==> src/design/lsb_stego_extractor_defines.svh <==
// Assertion macros shared by the LSB steganography extractor RTL.
// Included by the modules that carry concurrent checks; depends on nothing.
`ifndef LSB_STEGO_EXTRACTOR_DEFINES_SVH
`define LSB_STEGO_EXTRACTOR_DEFINES_SVH
`ifndef ASSERT_OFF
`define LSE_ASSERT(label, prop) \
	label: assert property (@(posedge clk) disable iff (!arst_n) (prop)) \
		else $error("lsb_stego_extractor check failed");
`define LSE_ASSERT_NORST(label, prop) \
	label: assert property (@(posedge clk) (prop)) \
		else $error("lsb_stego_extractor check failed");
`else
`define LSE_ASSERT(label, prop)
`define LSE_ASSERT_NORST(label, prop)
`endif
`endif

==> src/design/lse_pkg.sv <==
// Package for the LSB steganography extractor: parser stage codes, result kinds,
// widths and the result struct passed from the parser to the top level. No dependencies.
`default_nettype none
package lse_pkg;

	localparam int DATA_W  = 8;
	localparam int KIND_W  = 3;
	localparam int STAGE_W = 3;
	localparam int CNT_W   = 4;
	localparam int WORD_W  = 32;
	localparam int CARR_W  = 2;

	localparam logic [WORD_W-1:0] MAGIC_RESET = 32'h6269_6D67;

	// Carriers that make one hidden byte.
	localparam logic [CNT_W-1:0] BYTE_CARRIERS = 4'd4;

	localparam logic [STAGE_W-1:0] ST_MAGIC   = 3'd0;
	localparam logic [STAGE_W-1:0] ST_NAMELEN = 3'd1;
	localparam logic [STAGE_W-1:0] ST_NAME    = 3'd2;
	localparam logic [STAGE_W-1:0] ST_PAYLEN  = 3'd3;
	localparam logic [STAGE_W-1:0] ST_PAYLOAD = 3'd4;
	localparam logic [STAGE_W-1:0] ST_DONE    = 3'd5;
	localparam logic [STAGE_W-1:0] ST_HALT    = 3'd6;

	localparam logic [KIND_W-1:0] KIND_NAME   = 3'd0;
	localparam logic [KIND_W-1:0] KIND_DATA   = 3'd1;
	localparam logic [KIND_W-1:0] KIND_DONE   = 3'd2;
	localparam logic [KIND_W-1:0] KIND_BADMAG = 3'd3;
	localparam logic [KIND_W-1:0] KIND_NONAME = 3'd4;

	typedef struct packed {
		logic              hit;
		logic [DATA_W-1:0] data_byte;
		logic [KIND_W-1:0] kind;
		logic              last;
	} result_t;

endpackage
`default_nettype wire

==> src/design/lse_parser.sv <==
// Parser state and its single-step update for the LSB steganography extractor.
// Depends on lse_pkg and the shared assertion macro header.
`default_nettype none
`include "lsb_stego_extractor_defines.svh"
module lse_parser (
	input  wire                                  clk,
	input  wire                                  arst_n,
	input  wire                                  step_en,
	input  wire  [lse_pkg::CARR_W-1:0]           carrier,
	input  wire                                  first_of_image,
	input  wire  [lse_pkg::WORD_W-1:0]           magic_word,
	output lse_pkg::result_t                     res
);

	logic [lse_pkg::STAGE_W-1:0] stage_q, stage_nxt, b_stage;
	logic [lse_pkg::CNT_W-1:0]   cnt_q, cnt_nxt, b_cnt, sh_cnt;
	logic [lse_pkg::WORD_W-1:0]  buf_q, buf_nxt, b_buf, sh_buf;
	logic [lse_pkg::WORD_W-1:0]  rem_q, rem_nxt, b_rem, rem_dec;
	logic                        active, word_stage, unit_done, rem_last;

	always_comb begin
		// A new image restarts the parser before this byte is used.
		if (first_of_image) begin
			b_stage = lse_pkg::ST_MAGIC;
			b_cnt   = '0;
			b_buf   = '0;
			b_rem   = '0;
		end else begin
			b_stage = stage_q;
			b_cnt   = cnt_q;
			b_buf   = buf_q;
			b_rem   = rem_q;
		end

		active     = (b_stage == lse_pkg::ST_MAGIC) || (b_stage == lse_pkg::ST_NAMELEN) ||
			(b_stage == lse_pkg::ST_NAME) || (b_stage == lse_pkg::ST_PAYLEN) ||
			(b_stage == lse_pkg::ST_PAYLOAD);
		word_stage = (b_stage == lse_pkg::ST_MAGIC) || (b_stage == lse_pkg::ST_NAMELEN) ||
			(b_stage == lse_pkg::ST_PAYLEN);
		sh_buf     = {b_buf[lse_pkg::WORD_W-lse_pkg::CARR_W-1:0], carrier};
		sh_cnt     = b_cnt + 1'b1;
		// A word is complete when the count wraps after sixteen carriers.
		unit_done  = word_stage ? (sh_cnt == '0) : (sh_cnt == lse_pkg::BYTE_CARRIERS);
		rem_dec    = b_rem - 1'b1;
		rem_last   = (b_rem == {{(lse_pkg::WORD_W-1){1'b0}}, 1'b1});

		stage_nxt     = b_stage;
		cnt_nxt       = b_cnt;
		buf_nxt       = b_buf;
		rem_nxt       = b_rem;
		res.hit       = 1'b0;
		res.data_byte = '0;
		res.kind      = lse_pkg::KIND_NAME;
		res.last      = 1'b0;

		if (active) begin
			buf_nxt = sh_buf;
			cnt_nxt = sh_cnt;
			if (unit_done) begin
				buf_nxt = '0;
				cnt_nxt = '0;
				unique case (b_stage)
					lse_pkg::ST_MAGIC: begin
						if (sh_buf != magic_word) begin
							stage_nxt = lse_pkg::ST_HALT;
							res.hit   = 1'b1;
							res.kind  = lse_pkg::KIND_BADMAG;
						end else begin
							stage_nxt = lse_pkg::ST_NAMELEN;
						end
					end
					lse_pkg::ST_NAMELEN: begin
						if (sh_buf == '0) begin
							stage_nxt = lse_pkg::ST_HALT;
							res.hit   = 1'b1;
							res.kind  = lse_pkg::KIND_NONAME;
						end else begin
							rem_nxt   = sh_buf;
							stage_nxt = lse_pkg::ST_NAME;
						end
					end
					lse_pkg::ST_NAME: begin
						rem_nxt       = rem_dec;
						if (rem_last)
							stage_nxt = lse_pkg::ST_PAYLEN;
						res.hit       = 1'b1;
						res.data_byte = sh_buf[lse_pkg::DATA_W-1:0];
						res.kind      = lse_pkg::KIND_NAME;
					end
					lse_pkg::ST_PAYLEN: begin
						if (sh_buf == '0) begin
							stage_nxt = lse_pkg::ST_DONE;
							res.hit   = 1'b1;
							res.kind  = lse_pkg::KIND_DONE;
							res.last  = 1'b1;
						end else begin
							rem_nxt   = sh_buf;
							stage_nxt = lse_pkg::ST_PAYLOAD;
						end
					end
					lse_pkg::ST_PAYLOAD: begin
						rem_nxt       = rem_dec;
						if (rem_last)
							stage_nxt = lse_pkg::ST_DONE;
						res.hit       = 1'b1;
						res.data_byte = sh_buf[lse_pkg::DATA_W-1:0];
						res.kind      = lse_pkg::KIND_DATA;
						res.last      = rem_last;
					end
					default: begin
						stage_nxt = b_stage;
					end
				endcase
			end
		end
	end

	always_ff @(posedge clk or negedge arst_n) begin
		if (!arst_n) begin
			stage_q <= lse_pkg::ST_MAGIC;
			cnt_q   <= '0;
			buf_q   <= '0;
			rem_q   <= '0;
		end else if (step_en) begin
			stage_q <= stage_nxt;
			cnt_q   <= cnt_nxt;
			buf_q   <= buf_nxt;
			rem_q   <= rem_nxt;
		end
	end

	`LSE_ASSERT(a_byte_count_short,
		((stage_q == lse_pkg::ST_NAME) || (stage_q == lse_pkg::ST_PAYLOAD)) |->
		(cnt_q < lse_pkg::BYTE_CARRIERS))
	`LSE_ASSERT(a_remaining_nonzero,
		((stage_q == lse_pkg::ST_NAME) || (stage_q == lse_pkg::ST_PAYLOAD)) |->
		(rem_q != '0))
	`LSE_ASSERT_NORST(a_empty_buffer, (cnt_q == '0) |-> (buf_q == '0))

endmodule
`default_nettype wire

==> src/design/lsb_stego_extractor.sv <==
// LSB steganography extractor: a result is held in the output register after its input
// is accepted; one input transaction can be accepted every cycle unless the output stalls.
// The parser step sits between the input register and the result register, so the
// sustained rate is one container byte per clock while the result side keeps up.
// Asynchronous active-low reset empties both registers, sets the parser to expect the
// magic word and loads the signature register with "bimg".
`default_nettype none
`include "lsb_stego_extractor_defines.svh"
module lsb_stego_extractor (
	input  wire                          clk,
	input  wire                          arst_n,
	input  wire                          cfg_wr_en,
	input  wire  [lse_pkg::WORD_W-1:0]   cfg_wr_data,   // magic_word
	input  wire                          s_axis_tvalid,
	output logic                         s_axis_tready,
	input  wire  [lse_pkg::DATA_W-1:0]   s_axis_tdata,  // [7:0] container_byte
	input  wire                          s_axis_tuser,  // [0] first_of_image
	output logic                         m_axis_tvalid,
	input  wire                          m_axis_tready,
	output logic [lse_pkg::DATA_W-1:0]   m_axis_tdata,  // [7:0] data_byte
	output logic [lse_pkg::KIND_W-1:0]   m_axis_tuser,  // [2:0] kind
	output logic                         m_axis_tlast   // last
);

	logic [lse_pkg::WORD_W-1:0] magic_q;
	logic                       valid_s1;
	logic [lse_pkg::CARR_W-1:0] carrier_s1;
	logic                       first_s1;
	logic                       out_valid_q;
	logic [lse_pkg::DATA_W-1:0] out_data_q;
	logic [lse_pkg::KIND_W-1:0] out_kind_q;
	logic                       out_last_q;
	logic                       step_go;
	lse_pkg::result_t           res;

	// A step that yields no result never waits on the output side.
	assign step_go       = valid_s1 && (!res.hit || !out_valid_q || m_axis_tready);
	assign s_axis_tready = !valid_s1 || step_go;

	always_ff @(posedge clk or negedge arst_n) begin
		if (!arst_n)
			magic_q <= lse_pkg::MAGIC_RESET;
		else if (cfg_wr_en)
			magic_q <= cfg_wr_data;
	end

	always_ff @(posedge clk or negedge arst_n) begin
		if (!arst_n)
			valid_s1 <= 1'b0;
		else if (s_axis_tready)
			valid_s1 <= s_axis_tvalid;
	end

	always_ff @(posedge clk) begin
		if (s_axis_tvalid && s_axis_tready) begin
			carrier_s1 <= s_axis_tdata[lse_pkg::CARR_W-1:0];
			first_s1   <= s_axis_tuser;
		end
	end

	lse_parser u_parser (
		.clk            (clk),
		.arst_n         (arst_n),
		.step_en        (step_go),
		.carrier        (carrier_s1),
		.first_of_image (first_s1),
		.magic_word     (magic_q),
		.res            (res)
	);

	always_ff @(posedge clk or negedge arst_n) begin
		if (!arst_n)
			out_valid_q <= 1'b0;
		else if (step_go && res.hit)
			out_valid_q <= 1'b1;
		else if (m_axis_tready)
			out_valid_q <= 1'b0;
	end

	always_ff @(posedge clk) begin
		if (step_go && res.hit) begin
			out_data_q <= res.data_byte;
			out_kind_q <= res.kind;
			out_last_q <= res.last;
		end
	end

	assign m_axis_tvalid = out_valid_q;
	assign m_axis_tdata  = out_data_q;
	assign m_axis_tuser  = out_kind_q;
	assign m_axis_tlast  = out_last_q;

	`LSE_ASSERT(a_no_overwrite,
		(step_go && res.hit) |-> (!out_valid_q || m_axis_tready))
	`LSE_ASSERT(a_load_sets_valid, $past(step_go && res.hit) |-> out_valid_q)

endmodule
`default_nettype wire
==> config.mk <==
export PLATFORM = sky130hd
export DESIGN_NAME = lsb_stego_extractor
export DESIGN_NICKNAME = d
export VERILOG_FILES = /design/src/design/lse_pkg.sv /design/src/design/lse_parser.sv /design/src/design/lsb_stego_extractor.sv
export VERILOG_INCLUDE_DIRS = /design/src /design/src/design
export SDC_FILE = /design/constraint.sdc
export NUM_CORES = 1
export LEC_CHECK = 0
export BUFFER_PORTS_ARGS = -buffer_cell sky130_fd_sc_hd__buf_2
export CAP_MARGIN = 20
export CELL_PAD_IN_SITES_DETAIL_PLACEMENT = 1
export CELL_PAD_IN_SITES_GLOBAL_PLACEMENT = 1
export CORE_MARGIN = 2
export CORE_UTILIZATION = 47
export DETAILED_ROUTE_END_ITERATION = 10
export PLACE_DENSITY = 0.86
export SKIP_LAST_GASP = 1
export SYNTH_ARGS = -nofsm -noshare
export SYNTH_HDL_FRONTEND = slang
export SYNTH_SLANG_ARGS = --single-unit
==> constraint.sdc <==
create_clock -name clk -period 4.6 [get_ports clk]
set_input_delay 0.46 -clock clk [delete_from_list [all_inputs] [get_ports clk]]
set_output_delay 0.46 -clock clk [all_outputs]
set_load 0.02 [all_outputs]
# Word level (Yosys, flattened, before mapping)

Cells that the tools add are included.

$add $sub $neg: 2
Equality and inequality tests: 7
Muxes and demuxes: 34
Reductions and logical operators: 22

Operators by type and width:

| cell                                                                    | count |
|---|---|
| 32-bit two-way mux                                                      | 4 |
| 30-bit two-way mux                                                      | 3 |
| 32-bit one-hot mux with 2 select lines                                  | 1 |
| 32-bit by 1-bit equality test with 1-bit output (second input constant) | 1 |
| 32-bit zero test                                                        | 1 |
| 32-bit inequality test                                                  | 1 |
| 32-bit by 1-bit subtractor with 32-bit output (second input constant)   | 1 |
| 3-bit two-way mux                                                       | 9 |
| 13-bit two-way mux                                                      | 2 |
| 3-bit one-hot mux with 5 select lines                                   | 1 |
| 4-bit two-way mux                                                       | 3 |
| 3-bit one-hot mux with 4 select lines                                   | 1 |
| 1-bit logical OR                                                        | 8 |
| 8-bit two-way mux                                                       | 1 |
| 3-bit by 2-bit equality test with 1-bit output (second input constant)  | 2 |
| 1-bit two-way mux                                                       | 6 |
| 4-bit by 1-bit adder with 4-bit output (second input constant)          | 1 |
| 4-bit by 3-bit equality test with 1-bit output (second input constant)  | 1 |
| 4-bit zero test                                                         | 1 |
| 2-bit OR reduction                                                      | 2 |
| 3-bit by 1-bit equality test with 1-bit output (second input constant)  | 1 |
| 3-bit equality test (second input constant)                             | 1 |
| 1-bit logical AND                                                       | 3 |
| 1-bit zero test                                                         | 3 |
| other kinds (7)                                                         | 7 |

Register bits: 118
Input port bits: 46
Output and inout bits: 14

# Logic depth before layout (Yosys ltp)

Word-level depth: 13
Mapped depth: 16
Depth with buffers taken out: 9

# Modules after synthesis

A second synthesis with hierarchy kept.

Cells, all modules: 724
Area, all modules: 7138.1 um^2

By module, submodules not included:

| module              | instances | cells each | area each (um^2) | seq. area each (um^2) |
|---|---|---|---|---|
| lse_parser          | 1         | 631        | 5222.5           | 1726.7 |
| lsb_stego_extractor | 1         | 93         | 1915.6           | 1322.5 |

# Worst setup path after synthesis

OpenSTA, ideal clock, no wires.

Kind: reg-to-reg
Start point: register first_s1
End point: register out_data_q, in the netlist m_axis_tdata[0] (enable)
Setup time: 0.355 ns
Arrival: 3.592 ns
Data required time: 4.245 ns
Path slack: 0.654 ns
Stages on the path, launching flop included: 16
Clock period less this slack: 3.946 ns
Path through: edfxtp_1 clkbuf_1 buf_2 buf_2 buf_1 clkbuf_1 clkbuf_1 nor2b_1 ha_1 nor2b_1 o2111ai_1 nor2_1 o2111a_2 nor2_1 buf_2 and3_1

Cells in the longest elaborated chain, start to end: 12
Elaborated cells between the ends (all ways): 31
Classes of those cells: 1 x add/sub; 6 x eq/ne; 9 x mux; 15 x reduce/logical

RTL lines:

| what                                                                                           | line                      | text |
|---|---|---|
| from (decl)                                                                                    | lsb_stego_extractor.sv:28 | `logic first_s1;` |
| from (signal assigned)                                                                         | lsb_stego_extractor.sv:57 | `first_s1 <= s_axis_tuser;` |
| parallel branches: the longest is 6 deep, another holds 4-bit by 1-bit adder with 4-bit output | n/a                       |  |
| 13-bit two-way mux *                                                                           | lse_parser.sv:56          | `if (active) begin` |
| 1-bit zero test                                                                                | lsb_stego_extractor.sv:37 | `assign step_go = valid_s1 && (!res.hit \|\| !out_valid_q \|\| m_axis_tready);` |
| 1-bit logical OR (2 in series)                                                                 | lsb_stego_extractor.sv:37 |  |
| 1-bit logical AND                                                                              | lsb_stego_extractor.sv:37 |  |
| 1-bit logical AND *                                                                            | lsb_stego_extractor.sv:81 | `if (step_go && res.hit) begin` |
| to (signal assigned)                                                                           | lsb_stego_extractor.sv:82 | `out_data_q <= res.data_byte;` |
| to (decl)                                                                                      | lsb_stego_extractor.sv:30 | `logic [lse_pkg::DATA_W-1:0] out_data_q;` |

Mark *: on every way between the ends.
A chain may end at the register's enable or synchronous reset.

# Final worst setup path

Start point: register first_s1
End point: output s_axis_tready

Cells in the longest elaborated chain, start to end: 12
Elaborated cells between the ends (all ways): 31
Classes of those cells: 1 x add/sub; 6 x eq/ne; 9 x mux; 15 x reduce/logical

RTL lines:

| what                                                                                           | line                      | text |
|---|---|---|
| parallel branches: the longest is 6 deep, another holds 4-bit by 1-bit adder with 4-bit output | n/a                       |  |
| 13-bit two-way mux *                                                                           | lse_parser.sv:56          |  |
| 1-bit zero test *                                                                              | lsb_stego_extractor.sv:37 |  |
| 1-bit logical OR * (2 in series)                                                               | lsb_stego_extractor.sv:37 |  |
| 1-bit logical AND *                                                                            | lsb_stego_extractor.sv:37 |  |
| 1-bit logical OR *                                                                             | lsb_stego_extractor.sv:38 | `assign s_axis_tready = !valid_s1 \|\| step_go;` |
| to (decl)                                                                                      | lsb_stego_extractor.sv:15 | `output logic s_axis_tready,` |

Marked as above.

==> results_dict.tcl <==
set metrics [dict create \
    multi_input_area_sq_um 3760 \
    synth.net_count 820 \
    grt_pass1_vias 7276 \
    seq_area_sq_um 3050 \
    synth_area_leader_cell "dfrtp_1" \
    cts_made_buffers 17 \
    routed_via_density 6.84 \
    grt_pass1_wl_microns 40400 \
    crit_type "reg -> out" \
    ys_seq_area_frac 0.428 \
    insertion_delay_ns 0.43 \
    fin_tns_setup_ns 0 \
    clockBufferDepth 2 \
    clkTransAtPathRegs_ns 0.06 \
    htree_levels 4 \
    wl_per_cell_microns 25.0 \
    row_count 45 \
    num_io_pins 60 \
    finalCritPeriodShare 0.903 \
    ys_seq_elements 118 \
    fin_crit_ns 4.16 \
    ant_nets 0 \
    layout-drive-gt1-share 0.194 \
    cts_sinks 118 \
    overflow 0 \
    worst_slew_pin_slew_ns 0.968 \
    crit_chain "buf_12 > inv_1 > nor4_1 > o221ai_1 > or4_4 > o21ai_0 > a311oi_1 > nand2_1 > buf_2" \
    synth_top_cell_area_share 0.302 \
    grt.total_usage 0.323 \
    io_buffers 53 \
    netlist_area_sq_um 7130 \
    die_h_microns 127 \
    drcViolationCount 0 \
    grt_max_degree 63 \
    start_util 0.474 \
    max_stage_delay_ns 0.59 \
    power.density_nw_per_um2 378 \
    postSynthAreaPerCell_sq_um 9.24 \
    grtUsageMet1 0.403 \
    vias 6895 \
    synthToLayoutAreaGrowth_pct 14.5 \
    critPathBufInv 3 \
    cp_max_fo 61 \
    postRouteWirelength_microns 25200 \
    die_w_microns 127 \
    rsz0062_at_grt "false" \
    post_cts_buffers 0 \
    relSlewSlack 0.353 \
    crit_path_end_kind "output port" \
    syn_inst 771 \
    critPathLaunchType "flip-flop" \
    fmax_ghz 0.241 \
    synth_top_flop_cell "dfrtp_1" \
    synth_warnings 0 \
    drv_cap 0 \
    cp_slowest_cell "or4_4" \
    use_met3 0.0624 \
    cp.arrival_ns 3.70 \
    layout.nets 856 \
    dp_hpwl_microns 16900 \
    top_usage_layer "met2" \
    cts_hold_buf 0 \
    finalClockSkew_ns 0.0103 \
    die_area_sq_um 16200 \
    gp_congestion 0.906 \
    hold_violations 0 \
    fp.coreArea_sq_um 15000 \
    min_path_type "in -> async" \
    antenna_cells 0 \
    cts-root-buf "clkbuf_16" \
    utilization 0.543 \
    antenna_found_initial 0 \
    drtPass1Iterations 6 \
    synthArstFlopShare 0.873 \
    synth_most_common_cell "dfrtp_1" \
    yosys-top-cells-count "dfrtp_1 (86), nor2_1 (59), nand2_1 (54)" \
    slew_violations 0 \
    cts_tree "yes" \
    p_leak_nw 3.24 \
    synth_edf_count 15 \
    use_met2 0.543 \
    ir_worst_vdd_uv 280 \
    worstPathRequired_ns 4.14 \
    path_delay_family "simple AND/OR/NAND/NOR gates" \
    run_status "finished, final reports clean" \
    synth_cell_type_count 68 \
    ctsResizeCount 0 \
    num-fill-cells 1734 \
    ys_top_cells_by_area "dfrtp_1 (30%), edfxtp_1 (6.3%), dfstp_2 (6.3%)" \
    initialDrtViolationCount 721 \
    finalSetupViolations 0 \
]
==> flip-flops by register name (all words and copies together) (netlist names) <==
signal            count
magic_q              32
u_parser.rem_q       32
u_parser.buf_q       30
m_axis_tdata          8
u_parser.cnt_q        4
m_axis_tuser          3
u_parser.stage_q      3
carrier_s1            2
first_s1              1
m_axis_tlast          1
m_axis_tvalid         1
valid_s1              1
==> per-layer routing <==
metal  wire length, microns  vias to the layer above
met5                      0                        -
met4                   1120                        0
met3                   1930                       80
met2                  12400                      340
met1                   9760                     3498
li1                       -                     2977
==> cell usage in the layout, fill, tap and decap left out, types with 11 or more instances in the layout <==
cell	instances
mux2_2	32
nor2_1	59
edfxtp_1	15
dfstp_2	17
nand3_1	18
a21oi_1	48
nor2b_1	15
buf_4	18
dfrtp_1	86
clkbuf_16	17
nor4_1	15
buf_2	52
xnor2_1	17
nand2_1	54
nor3_1	26
o21ai_0	50
o21ai_1	11
and2_1	11
a32o_1	13
inv_1	25
or3_1	12
mux2i_1	17
nand4_1	14
o31ai_1	16
==> area by class of cell <==
type,count,area share
multi-input cells,574,0.460
clock inverters,14,0.0210
repair buffers,71,0.0509
clock buffers,18,0.0538
flip-flops and latches,118,0.374
inverters,25,0.0115
well taps,188,0.0288
==> report_power, final <==
part / internal (W) / switching (W) / total, W / leakage, nW
Sequential: 0.00113 / 0.0000966 / 0.00122 / 1.45
Combinational: 0.000175 / 0.000291 / 0.000466 / 1.50
Clock: 0.000870 / 0.000531 / 0.00140 / 0.298
Total: 0.00217 / 0.000918 / 0.00309 / 3.24
==> metrics by stage <==
stage | cell area, sq um | hold slack, ns | instances | worst slack, ns | total power, W
final | 8160 | 0.143 | 1008 | 0.444 | 0.00309
after global routing | 8160 | 0.202 | 1008 | 0.249 | 0.00319
after CTS | 8160 | 0.164 | 1008 | 0.433 | 0.00309
after detailed placement | 7550 | 0.498 | 976 | 0.842 | 0.00168
after global placement | 7550 | 0.477 | 976 | 0.973 | 0.00165
after floorplan | 7130 | 0.164 | 771 | 0.654 | 0.00151
==> cells by family (layout without fill, tap and decap cells) <==
logic type               count (synthesis)  in the layout  synth area share
flip-flops                             118            118             0.428
buffers and inverters                   79            128            0.0455
AND/OR/NAND/NOR                        256            256             0.184
AO/OA/AOI/OAI                          233            233             0.220
multiplexers                            57             57            0.0871
adder cells (fa/ha/maj)                  3              3           0.00527
XOR/XNOR                                25             25            0.0307
==> worst paths after layout <==
check                           slack [ns]                           start  cells after the start                             end
worst min register to register        0.51  u_parser.rem_q[23]$_DFFE_PN0P_                      1  u_parser.rem_q[23]$_DFFE_PN0P_
max in group asynchronous             3.40                          arst_n                      2         magic_q[10]$_DFFE_PN1P_
min in group clk                      0.21                    s_axis_tuser                      1              first_s1$_DFFE_PP_
worst max-delay path                  0.44              first_s1$_DFFE_PP_                      9                   s_axis_tready
worst min-delay path                  0.14                          arst_n                      1  u_parser.rem_q[13]$_DFFE_PN0P_
worst max register to register        0.70              first_s1$_DFFE_PP_                      9  u_parser.buf_q[28]$_DFFE_PN0P_
(Power assumes the default switching activity.)
